[src/rtl/core/brtm_pkg.sv]
package brtm_pkg;

  localparam int NUM_BUTTONS = 12;
  localparam int MAP_W       = 4 * NUM_BUTTONS;

  // Fixed report bit positions.
  localparam logic [3:0] BIT_RT          = 4'd5;
  localparam logic [3:0] BIT_LT          = 4'd6;
  localparam logic [3:0] BIT_ALWAYS_HIGH = 4'd7;
  localparam logic [3:0] BIT_ORIGIN      = 4'd13;

  // Trigger mode codes.
  localparam logic [2:0] MODE_DIGITAL     = 3'd0;
  localparam logic [2:0] MODE_BOTH        = 3'd1;
  localparam logic [2:0] MODE_PLUG        = 3'd2;
  localparam logic [2:0] MODE_ANALOG_ONLY = 3'd3;
  localparam logic [2:0] MODE_AOD         = 3'd4;
  localparam logic [2:0] MODE_BOTH_OD     = 3'd5;
  localparam logic [2:0] MODE_MULT        = 3'd6;

  // Configuration register indexes.
  localparam logic [2:0] CFG_BUTTON_MAP      = 3'd0;
  localparam logic [2:0] CFG_LEFT_MODE       = 3'd1;
  localparam logic [2:0] CFG_RIGHT_MODE      = 3'd2;
  localparam logic [2:0] CFG_LEFT_THRESHOLD  = 3'd3;
  localparam logic [2:0] CFG_RIGHT_THRESHOLD = 3'd4;
  localparam logic [2:0] CFG_TRICK_THRESHOLD = 3'd5;
  localparam logic [2:0] CFG_MULT_SLOPE      = 3'd6;
  localparam logic [2:0] CFG_MULT_OFFSET     = 3'd7;

  localparam logic [7:0] SAT_MAX = 8'd255;

  typedef struct packed {
    logic [12:0] phys_buttons;
    logic        origin_flag;
    logic [7:0]  left_raw;
    logic [7:0]  right_raw;
  } in_t;

  typedef struct packed {
    logic [15:0] report_buttons;
    logic [7:0]  left_out;
    logic [7:0]  right_out;
  } out_t;

  // Per-trigger status: pressed comes from the remapped word, enable from the map entry.
  typedef struct packed {
    logic pressed;
    logic enable;
  } trig_ctl_t;

endpackage

[src/rtl/core/brtm_remap.sv]
module brtm_remap
  import brtm_pkg::*;
(
  input  logic [12:0]      phys_buttons,
  input  logic             origin_flag,
  input  logic [MAP_W-1:0] button_map,
  input  logic [2:0]       left_mode,
  input  logic [2:0]       right_mode,
  output logic [15:0]      report_word,
  output trig_ctl_t        left_ctl,
  output trig_ctl_t        right_ctl
);

  logic [NUM_BUTTONS-1:0] src;
  logic [15:0]            init_word;
  logic [15:0]            remapped;
  logic                   clr_left;
  logic                   clr_right;

  // Source bits ordered by map entry; physical bit 7 has no entry.
  assign src = {phys_buttons[12:8], phys_buttons[6:0]};

  always_comb begin
    init_word = '0;
    init_word[BIT_ALWAYS_HIGH] = 1'b1;
    init_word[BIT_ORIGIN]      = origin_flag;
  end

  // One lane per report bit. Buttons are applied from the highest entry down,
  // so the lowest matching entry is the one that sticks.
  for (genvar j = 0; j < 16; j++) begin : g_bit
    logic [NUM_BUTTONS-1:0] match;
    logic [NUM_BUTTONS-1:0] lowest;

    always_comb begin
      for (int k = 0; k < NUM_BUTTONS; k++) begin
        match[k] = (button_map[4*k +: 4] == 4'(j));
      end
    end

    assign lowest      = match & (~match + NUM_BUTTONS'(1));
    assign remapped[j] = (|match) ? (|(lowest & src)) : init_word[j];
  end

  function automatic logic clear_own(input logic [2:0] mode, input logic [2:0] other);
    logic clr;
    clr = 1'b0;
    case (mode)
      MODE_BOTH, MODE_PLUG, MODE_MULT: clr = (other == MODE_AOD);
      MODE_ANALOG_ONLY, MODE_AOD:      clr = 1'b1;
      default:                         clr = 1'b0;
    endcase
    return clr;
  endfunction

  assign clr_left  = clear_own(left_mode, right_mode);
  assign clr_right = clear_own(right_mode, left_mode);

  always_comb begin
    report_word = remapped;
    if (clr_left) begin
      report_word[BIT_LT] = 1'b0;
    end
    if (clr_right) begin
      report_word[BIT_RT] = 1'b0;
    end
  end

  assign left_ctl.pressed  = remapped[BIT_LT];
  assign left_ctl.enable   = (button_map[4*6 +: 4] == BIT_LT);
  assign right_ctl.pressed = remapped[BIT_RT];
  assign right_ctl.enable  = (button_map[4*5 +: 4] == BIT_RT);

endmodule

[src/rtl/core/brtm_trig_lane.sv]
module brtm_trig_lane
  import brtm_pkg::*;
(
  input  logic        clk,
  input  logic        load1,
  input  logic        load2,
  input  logic [7:0]  raw,
  input  logic [7:0]  thr,
  input  logic [2:0]  mode,
  input  logic [2:0]  opp_mode,
  input  logic [7:0]  trick,
  input  logic [15:0] slope,
  input  logic [15:0] offset,
  input  trig_ctl_t   ctl,
  output logic [7:0]  shaped
);

  logic [7:0]  a0;
  logic [23:0] tm0;
  logic [24:0] mul0;

  logic [7:0]  a1;
  logic [24:0] mul1;
  logic [7:0]  t1;
  logic [2:0]  mode1;
  logic        aod1;
  trig_ctl_t   ctl1;

  logic [32:0] prod;
  logic [16:0] scaled;
  logic [7:0]  mult_val;
  logic [7:0]  out_val;

  // First stage: trick threshold and the gain t*M + 16*B.
  assign a0   = (raw <= trick) ? 8'd0 : raw;
  assign tm0  = 24'(thr) * 24'(slope);
  assign mul0 = {1'b0, tm0} + {5'b0, offset, 4'b0};

  always_ff @(posedge clk) begin
    if (load1) begin
      a1    <= a0;
      mul1  <= mul0;
      t1    <= thr;
      mode1 <= mode;
      aod1  <= (opp_mode == MODE_AOD);
      ctl1  <= ctl;
    end
  end

  // Second stage: apply the gain, drop 16 fraction bits, saturate.
  assign prod     = 33'(a1) * 33'(mul1);
  assign scaled   = prod[32:16];
  assign mult_val = (|scaled[16:8]) ? SAT_MAX : scaled[7:0];

  always_comb begin
    case (mode1)
      MODE_BOTH, MODE_ANALOG_ONLY: out_val = aod1 ? 8'd0 : a1;
      MODE_PLUG:                   out_val = aod1 ? 8'd0 : ((a1 > t1) ? t1 : a1);
      MODE_AOD, MODE_BOTH_OD:      out_val = ctl1.pressed ? t1 : 8'd0;
      MODE_MULT:                   out_val = aod1 ? 8'd0 : mult_val;
      default:                     out_val = 8'd0;
    endcase
  end

  always_ff @(posedge clk) begin
    if (load2) begin
      shaped <= ctl1.enable ? out_val : 8'd0;
    end
  end

endmodule

[src/rtl/core/button_remap_trigger_mode.sv]
// An accepted input transaction is registered in s1, then in s2, which
// holds its result. Throughput: one transaction per cycle while out_stall
// is low; both trigger lanes run a two-stage pipeline, gain multiply and
// scaling multiply in separate stages; remap lanes feed the same stages.
// Reset (synchronous, rst high) empties the pipeline and loads the
// configuration registers with their default values.
module button_remap_trigger_mode
  import brtm_pkg::*;
(
  input  logic        clk,
  input  logic        rst,
  input  logic        in_valid,
  output logic        in_stall,
  input  in_t         in_data,
  output logic        out_valid,
  input  logic        out_stall,
  output out_t        out_data,
  input  logic        cfg_valid,
  output logic        cfg_ready,
  input  logic [2:0]  cfg_index,
  input  logic [47:0] cfg_data
);

  logic [MAP_W-1:0] button_map;
  logic [2:0]       left_mode;
  logic [2:0]       right_mode;
  logic [7:0]       left_threshold;
  logic [7:0]       right_threshold;
  logic [7:0]       trick_threshold;
  logic [15:0]      mult_slope;
  logic [15:0]      mult_offset;

  logic [15:0] word0;
  trig_ctl_t   left_ctl;
  trig_ctl_t   right_ctl;

  logic        s1_valid;
  logic        s2_valid;
  logic [15:0] s1_word;
  logic [15:0] s2_word;
  logic        s1_adv;
  logic        s2_adv;
  logic [7:0]  left_shaped;
  logic [7:0]  right_shaped;

  assign cfg_ready = 1'b1;

  always_ff @(posedge clk) begin
    if (rst) begin
      button_map      <= '0;
      left_mode       <= MODE_BOTH;
      right_mode      <= MODE_BOTH;
      left_threshold  <= '0;
      right_threshold <= '0;
      trick_threshold <= '0;
      mult_slope      <= '0;
      mult_offset     <= 16'd4096;
    end else if (cfg_valid && cfg_ready) begin
      unique case (cfg_index)
        CFG_BUTTON_MAP:      button_map      <= cfg_data[MAP_W-1:0];
        CFG_LEFT_MODE:       left_mode       <= cfg_data[2:0];
        CFG_RIGHT_MODE:      right_mode      <= cfg_data[2:0];
        CFG_LEFT_THRESHOLD:  left_threshold  <= cfg_data[7:0];
        CFG_RIGHT_THRESHOLD: right_threshold <= cfg_data[7:0];
        CFG_TRICK_THRESHOLD: trick_threshold <= cfg_data[7:0];
        CFG_MULT_SLOPE:      mult_slope      <= cfg_data[15:0];
        CFG_MULT_OFFSET:     mult_offset     <= cfg_data[15:0];
        default: ;
      endcase
    end
  end

  brtm_remap u_remap (
    .phys_buttons (in_data.phys_buttons),
    .origin_flag  (in_data.origin_flag),
    .button_map   (button_map),
    .left_mode    (left_mode),
    .right_mode   (right_mode),
    .report_word  (word0),
    .left_ctl     (left_ctl),
    .right_ctl    (right_ctl)
  );

  // A stage takes new data whenever it is empty or the stage after it can move.
  assign s2_adv   = !s2_valid || !out_stall;
  assign s1_adv   = !s1_valid || s2_adv;
  assign in_stall = !s1_adv;

  always_ff @(posedge clk) begin
    if (rst) begin
      s1_valid <= 1'b0;
      s2_valid <= 1'b0;
    end else begin
      if (s1_adv) begin
        s1_valid <= in_valid;
      end
      if (s2_adv) begin
        s2_valid <= s1_valid;
      end
    end
  end

  always_ff @(posedge clk) begin
    if (s1_adv) begin
      s1_word <= word0;
    end
    if (s2_adv) begin
      s2_word <= s1_word;
    end
  end

  brtm_trig_lane u_left (
    .clk        (clk),
    .load1      (s1_adv),
    .load2      (s2_adv),
    .raw        (in_data.left_raw),
    .thr        (left_threshold),
    .mode       (left_mode),
    .opp_mode   (right_mode),
    .trick      (trick_threshold),
    .slope      (mult_slope),
    .offset     (mult_offset),
    .ctl        (left_ctl),
    .shaped     (left_shaped)
  );

  brtm_trig_lane u_right (
    .clk        (clk),
    .load1      (s1_adv),
    .load2      (s2_adv),
    .raw        (in_data.right_raw),
    .thr        (right_threshold),
    .mode       (right_mode),
    .opp_mode   (left_mode),
    .trick      (trick_threshold),
    .slope      (mult_slope),
    .offset     (mult_offset),
    .ctl        (right_ctl),
    .shaped     (right_shaped)
  );

  // Merge the remap word with both trigger lanes.
  assign out_valid               = s2_valid;
  assign out_data.report_buttons = s2_word;
  assign out_data.left_out       = left_shaped;
  assign out_data.right_out      = right_shaped;

  a_stall_only_when_full: assert property (@(posedge clk) disable iff (rst)
    in_stall |-> (s1_valid && s2_valid && out_stall))
    else $error("input stalled while the pipeline has room");

  a_accept_fills_stage1: assert property (@(posedge clk) disable iff (rst)
    (in_valid && !in_stall) |=> s1_valid)
    else $error("accepted transaction did not enter the first stage");

  a_left_disabled_zero: assert property (@(posedge clk) disable iff (rst)
    (out_valid && (button_map[4*6 +: 4] != BIT_LT)) |-> (out_data.left_out == 8'd0))
    else $error("left trigger output nonzero while its map entry is moved");

endmodule

[config.mk]
export PLATFORM = sky130hd
export DESIGN_NAME = button_remap_trigger_mode
export DESIGN_NICKNAME = d
export VERILOG_FILES = /design/src/rtl/core/brtm_pkg.sv /design/src/rtl/core/brtm_remap.sv /design/src/rtl/core/brtm_trig_lane.sv /design/src/rtl/core/button_remap_trigger_mode.sv
export SDC_FILE = /design/constraint.sdc
export NUM_CORES = 2
export LEC_CHECK = 0
export BUFFER_PORTS_ARGS = -buffer_cell sky130_fd_sc_hd__buf_2
export CORE_MARGIN = 1
export CORE_UTILIZATION = 40
export CTS_CLUSTER_SIZE = 24
export DETAILED_ROUTE_END_ITERATION = 12
export GPL_ROUTABILITY_DRIVEN = 0
export GPL_TIMING_DRIVEN = 0
export PLACE_DENSITY = 0.66
export SLEW_MARGIN = 20
export SYNTH_ARGS = -nofsm -noshare
export SYNTH_HDL_FRONTEND = slang
export SYNTH_HIERARCHICAL = 1
export SYNTH_SLANG_ARGS = --single-unit
[constraint.sdc]
create_clock -name clk -period 13.1 [get_ports clk]
set_clock_uncertainty 0.05 [all_clocks]
set_input_delay 2.62 -clock clk [delete_from_list [all_inputs] [get_ports clk]]
set_output_delay 2.62 -clock clk [all_outputs]
set_load 0.005 [all_outputs]
* After elaboration in Yosys (flattened, before gate mapping)
Index checks and enable logic that the tools add are counted.
** Operators by class
- Add/sub/neg operators :: 18
- $mul :: 4
- Divide/modulo/power cells :: 0
- Order comparisons :: 4
- Equal/unequal tests :: 209
- Shift operators :: 0
- Muxes and demuxes :: 19
- Bitwise logic cells :: 48
- Reduce and logical (&&, ||, !) cells :: 69
** Operators with widths (count)
- $and 12x12->12 :: 32
- $eq 4x4->1 const B :: 96
- $reduce_or 12->1 :: 32
- $add 12x1->12 const B :: 16
- $eq 4x3->1 const B :: 48
- $not 12->12 :: 16
- $eq 4x2->1 const B :: 24
- $mux 8 :: 12
- $mul 8x25->33 :: 2
- $pmux 8 s4 :: 2
- $add 24x20->25 :: 2
- $eq 4x1->1 const B :: 12
- $logic_not 4->1 :: 12
- $mul 8x16->24 :: 2
- $eq 3x3->1 const B :: 14
- $eq 3x2->1 const B :: 10
- $reduce_or 9->1 :: 2
- $gt 8x8->1 :: 2
- $le 8x8->1 :: 2
- $reduce_and 2->1 :: 8
- $eq 3x1->1 const B :: 5
- $reduce_or 2->1 :: 6
- $reduce_or 3->1 :: 2
- $logic_not 1->1 :: 4
- other kinds (4) :: 8
** Storage, ports and cells
- Register bits after elaboration :: 254
- Bits in latches :: 0
- Bits in writable memories :: 0
- Memory bits (read-only) :: 0
- Input port bits :: 86
- Output and inout port bits :: 35
- Word-level logic and storage cells :: 414
- Memories kept :: 0

* Depth between registers and ports, before layout
- Depth in word-level cells :: 7
- Mapped depth :: 22
- Gate-level depth less buffers :: 20

* Modules after synthesis
The synthesis kept the hierarchy.
** By module, submodules not included
- brtm_trig_lane at u_left :: times used 1, cells an instance 1334, area each 12702.2 um^2, seq. area each 1651.6 um^2
- brtm_trig_lane at u_right :: times used 1, cells an instance 1304, area each 12458.2 um^2, seq. area each 1651.6 um^2
- button_remap_trigger_mode :: times used 1, cells an instance 466, area each 5627.9 um^2, seq. area each 3203.1 um^2
- brtm_remap :: times used 1, cells an instance 630, area each 3751.1 um^2, seq. area each 0.0 um^2

* Worst setup path before layout
Ideal clock, no wire load.
- Path kind :: input to register
- Start point :: input out_stall
- End point :: register s1_word[0], enable pin
- Setup time :: 0.464 ns
- Data arrival time :: 4.971 ns
- Data required time :: 12.586 ns
- Path slack :: 7.615 ns
- Stages on the path :: 2
- Buffers on the path :: 0
- Path through :: and3_1 inv_1
** On the way
- Cells in the longest elaborated chain, start to end :: 3
** Ends and longest elaborated chain
- start, declared :: line button_remap_trigger_mode.sv:16 : input logic out_stall,
- $logic_not 1->1 :: line button_remap_trigger_mode.sv:85 : assign s2_adv = !s2_valid || !out_stall;
- $logic_or 1x1->1 :: line button_remap_trigger_mode.sv:85
- $logic_or 1x1->1 :: line button_remap_trigger_mode.sv:86 : assign s1_adv = !s1_valid || s2_adv;
- named net s1_adv :: line button_remap_trigger_mode.sv:41 : logic s1_adv;
- end signal, assigned :: line button_remap_trigger_mode.sv:105 : s1_word <= word0;
- end, declared :: line button_remap_trigger_mode.sv:39 : logic [15:0] s1_word;
The timed path passes the listed nets, and every way through them passes these cells.
A chain may end at the register's enable or synchronous reset.

* Worst setup path after layout
- Start point :: register u_right.a1[3]
- End point :: register u_right.shaped[6], data pin
** On the way
- Cells in the longest elaborated chain, start to end :: 5
- Elaborated cells on any way between the ends :: 8
- Those cells by class :: mul: 1; order compare: 1; mux: 5; reduce/logical: 1
** Ends and longest elaborated chain
- start, declared :: line brtm_trig_lane.sv:22 : logic [7:0] a1;
- start signal, assigned :: line brtm_trig_lane.sv:41 : a1 <= a0;
- $mul 8x25->33 :: line brtm_trig_lane.sv:51 : assign prod = 33'(a1) * 33'(mul1);
- $reduce_or 9->1 :: line brtm_trig_lane.sv:53 : assign mult_val = (|scaled[16:8]) ? SAT_MAX : scaled[7:0];
- $mux 8 :: line brtm_trig_lane.sv:53
- $mux 8 :: line brtm_trig_lane.sv:60 : MODE_MULT: out_val = aod1 ? 8'd0 : mult_val;
- $pmux 8 s4 * :: line brtm_trig_lane.sv:56 : case (mode1)
- end signal, assigned :: line brtm_trig_lane.sv:67 : shaped <= ctl1.enable ? out_val : 8'd0;
- end, declared :: line brtm_trig_lane.sv:15 : output logic [7:0] shaped
Mark *: on every way between the ends. The rest lies on a longest branch, timed or not.

==> flow_summary.yaml <==
timing:
  hold_viol_final: 0
  drv_slew: 0
  fin_tns_setup_ns: 0
  worstMarginPinSlew_ns: 1.02
  maxClockFrequency_ghz: 0.152
  slew_headroom_pct: 31.3
  setup_slack_ns: 6.52
  rsz_0062_raised_after_global_routing: "no"
  finalSetupViolations: 0
  layout_worst_path_cycle_share_pct: 50.2
  final.min_clock_period_ns: 6.58
cells_and_area:
  areaGrowthSynthToFinish_pct: 8.52
  final_net_count: 4665
  layout-drive-gt1-share_pct: 5.92
  filler_cell_count: 8322
die:
  starting_utilization_of_the_core_area_pct: 40.5
  ioPinCount: 121
  floorplan.core_area_sq_mm: 0.0853
  width_of_the_die_um: 296
  row_count: 107
  overall_die_height_um: 296
  fp.dieArea_sq_mm: 0.0875
clock_tree:
  htreeDepth: 1
  postCtsSetupRepairBufs: 0
  clockRootBuffer: "sky130_fd_sc_hd__clkbuf_16"
  cts_sinks: 254
  cts_resized: 0
  cts.reportedPaths.clkPinSlew_ns: 0.06
  post_cts_hold_buffer_count: 0
  numCtsBuffers: 29
  clock_tree_from_tritoncts: "yes"
  clkLatencyLatePin_ns: 0.59
  cts-root-to-sink-buffers: 3
placement:
  place.port_buffers: 110
  detailedPlacementHpwl_um: 75200
  pre_cts_setup_slack_ns: 6.62
synthesis:
  synth_area_leaders: "sky130_fd_sc_hd__fa_1, sky130_fd_sc_hd__edfxtp_1, sky130_fd_sc_hd__ha_1"
  synth_area_leader_cell: "sky130_fd_sc_hd__fa_1"
  adder_cell_share_of_the_synthesized_area_pct: 35.8
  synthSimpleGateAreaFrac_pct: 23.3
  synth_enable_flop_cells: 142
  syn_avg_cell_area_sq_um: 9.25
  synth-xor-area-share_pct: 1.27
  mappedNetlistArea_sq_mm: 0.0345
  ys_seq_elements: 254
  postSynth.topFlopCell: "sky130_fd_sc_hd__edfxtp_1"
  yosys-mux-area-fraction_pct: 3.57
  synth.top_cells.by_count: "sky130_fd_sc_hd__inv_1, sky130_fd_sc_hd__fa_1, sky130_fd_sc_hd__and2_1"
  share_of_the_synthesized_area_in_compound_gates_ao_oa_aoi_oai_pct: 9.76
  post-synth-top-count-cell: "sky130_fd_sc_hd__inv_1"
  synth_warnings: 6
  synth_top_cell_area_share_pct: 27.6
  dominant_combinational_cell_family_by_area_after_synthesis: "adder cells"
  gate_count_of_the_mapped_netlist: 3734
  seq_area_frac_synth_pct: 18.8
  ys_async_sr_fraction_pct: 0
  synth.lib_cells_used.distinct: 99
  synth_nets: 4522
routing:
  wl_per_cell_um: 18.7
  detail_route.first_pass.iterations: 8
  drt_first_iter_violations: 2239
  detail_route.drc_violations: 0
  avgViaCountPerCell: 5.47
  via_count: 27625
  ant_nets: 0
  wirelength_um: 94500
min_path:
  hold_path_depth: 0
  hold_path_class: "reg -> reg"
  min_delay_startpoint: "s1_word[7]$_DFFE_PP_"
critical_path:
  worst-endpoint-required_ns: 13.34
  reg2reg_slack_ns: 6.52
  critPathMostFrequentCell: "sky130_fd_sc_hd__fa_1"
  timing.critical_path.max_delay_family: "adder cells"
  cp-start-kind: "flop"
  worst-path-max-fanout: 10
  cp.arrival_ns: 6.82
  cp_cell_sequence: "clkbuf_1, and2_1, fa_1, fa_1, fa_1, fa_1, ha_1, a21oi_2, o211ai_1, a221o_1, a2111oi_2, o21ai_1, a2111oi_0, or3_1, buf_6, and4_1, o22ai_1"
  worstSetupEndpointType: "flop"
  worst_path_max_delay_cell: "sky130_fd_sc_hd__edfxtp_1"
  worst_setup_path_startpoint: "u_right/a1[3]$_SDFFCE_PP0P_"
  path_depth: 17
  setup.worst_path.class: "reg -> reg"
  timing.critical_path.buf_inv: 2
  slowest_delay_ns: 0.60
  r2r-start: "u_right/a1[3]$_SDFFCE_PP0P_"
  reg2regPathDepth: 17
global_route:
  grt_antenna_before_repair: 5
  globalRouteMet1Util_pct: 28.9
  met2_usage_pct: 36.6
  peak_usage_layer_in_the_global_routing_report: "met2"
  grt_pass1_wl_um: 152000
  global_route.usage.total_pct: 22.0
  grt_max_degree: 79
  globalRouteMet3Util_pct: 2.51
  overflow: 0
  grt_pass1_vias: 27802
power:
  total_power_mw: 2.18
  ir_worst_vdd_mv: 0.0932
  power_leakage_nw: 17.3
  pwr_density_cell_mw_per_mm2: 58.2
outcome:
  status: "finished clean"
run:
  maxCapViolations: 0
power breakdown:
| part | internal [mW] | total (mW) | switching [mW] |
|---|---|---|---|
| clock network | 0.434 | 0.804 | 0.371 |
| registers | 0.870 | 0.923 | 0.0535 |
| logic | 0.176 | 0.453 | 0.277 |
| total | 1.48 | 2.18 | 0.701 |
through the flow:
stage	std cells	utilization [%]	instance area (sq um)	hold slack, ns
2_1_floorplan	3734	-	34500	0.350
3_3_place_gp	4988	42.8	36500	0.352
3_5_place_dp	4990	42.9	36600	0.356
4_1_cts	5043	43.9	37500	0.372
5_1_grt	5043	43.9	37500	0.375
6_report	5046	44.0	37500	0.370
cells by family (layout without fill, tap and decap cells):
group / count (synthesis) / in the layout
XOR/XNOR: 50 / 50
AO/OA/AOI/OAI: 488 / 488
buffers and inverters: 656 / 821
multiplexers: 123 / 123
flip-flops: 254 / 254
adder cells (fa/ha/maj): 702 / 702
other: 1 / 4
AND/OR/NAND/NOR: 1460 / 1460
per-layer routing:
metal	routed length, um	vias up
li1	-	12655
met1	39200	13743
met2	44900	1001
met3	6230	220
met4	4150	6
met5	31	-
worst register-to-register path, cell delays in order, from the launching register on:
cell and delay [ns]:
sky130_fd_sc_hd__edfxtp_1 0.60, sky130_fd_sc_hd__clkbuf_1 0.52, sky130_fd_sc_hd__and2_1 0.24, sky130_fd_sc_hd__fa_1 0.46
sky130_fd_sc_hd__fa_1 0.57, sky130_fd_sc_hd__fa_1 0.43, sky130_fd_sc_hd__fa_1 0.47, sky130_fd_sc_hd__ha_1 0.39
sky130_fd_sc_hd__a21oi_2 0.19, sky130_fd_sc_hd__o211ai_1 0.12, sky130_fd_sc_hd__a221o_1 0.41, sky130_fd_sc_hd__a2111oi_2 0.51
sky130_fd_sc_hd__o21ai_1 0.21, sky130_fd_sc_hd__a2111oi_0 0.46, sky130_fd_sc_hd__or3_1 0.22, sky130_fd_sc_hd__buf_6 0.14
sky130_fd_sc_hd__and4_1 0.18, sky130_fd_sc_hd__o22ai_1 0.12
worst paths after layout:
| check | end |
|---|---|
| worst max register to register | u_right/shaped[6]$_SDFFCE_PN0P_ |
| worst min register to register | s2_word[7]$_DFFE_PP_ |
| worst max-delay path | u_right/shaped[6]$_SDFFCE_PN0P_ |
| worst min-delay path | s2_word[7]$_DFFE_PP_ |
flip-flops by register name (all words and copies together), names as in the netlist, 3 cells and up:
signal and cells:
u_left/mode1 3, u_right/mul1 25, u_right/a1 8, left_mode 3
s2_word 16, u_left/a1 8, u_right/mode1 3, mult_slope 16
right_threshold 8, mult_offset 16, u_left/shaped 8, u_left/t1 8
u_right/shaped 8, trick_threshold 8, u_left/mul1 25, right_mode 3
s1_word 16, left_threshold 8, u_right/t1 8, button_map 48
placed cells by master, fill, tap and decap left out, types with 23 or more instances in the layout:
cell,n
sky130_fd_sc_hd__clkbuf_1,128
sky130_fd_sc_hd__xnor2_1,40
sky130_fd_sc_hd__fa_1,476
sky130_fd_sc_hd__mux2i_1,122
sky130_fd_sc_hd__clkbuf_16,30
sky130_fd_sc_hd__nor3_1,65
sky130_fd_sc_hd__inv_1,505
sky130_fd_sc_hd__nand2_1,345
sky130_fd_sc_hd__nand4_1,23
sky130_fd_sc_hd__buf_2,125
sky130_fd_sc_hd__and2_1,451
sky130_fd_sc_hd__nor2_1,133
sky130_fd_sc_hd__ha_1,226
sky130_fd_sc_hd__nand2b_1,196
sky130_fd_sc_hd__dfxtp_1,112
sky130_fd_sc_hd__o21ai_0,76
sky130_fd_sc_hd__a21oi_1,113
sky130_fd_sc_hd__nor2b_1,43
sky130_fd_sc_hd__nand3_1,46
sky130_fd_sc_hd__a211oi_1,23
sky130_fd_sc_hd__a31oi_1,30
sky130_fd_sc_hd__edfxtp_1,142
layout make-up:
class / count / area (sq um) / area share, %
Multi-Input combinational cell: 2824 / 25500 / 67.9
Sequential cell: 254 / 6510 / 17.4
Inverter: 505 / 1900 / 5.07
Tap cell: 1144 / 1430 / 3.82
Clock buffer: 39 / 800 / 2.13
Buffer: 151 / 674 / 1.80
Timing Repair Buffer: 112 / 598 / 1.60
Clock inverter: 14 / 98.8 / 0.264
Antenna cell: 3 / 7.51 / 0.0200
(Power assumes the default switching activity.)
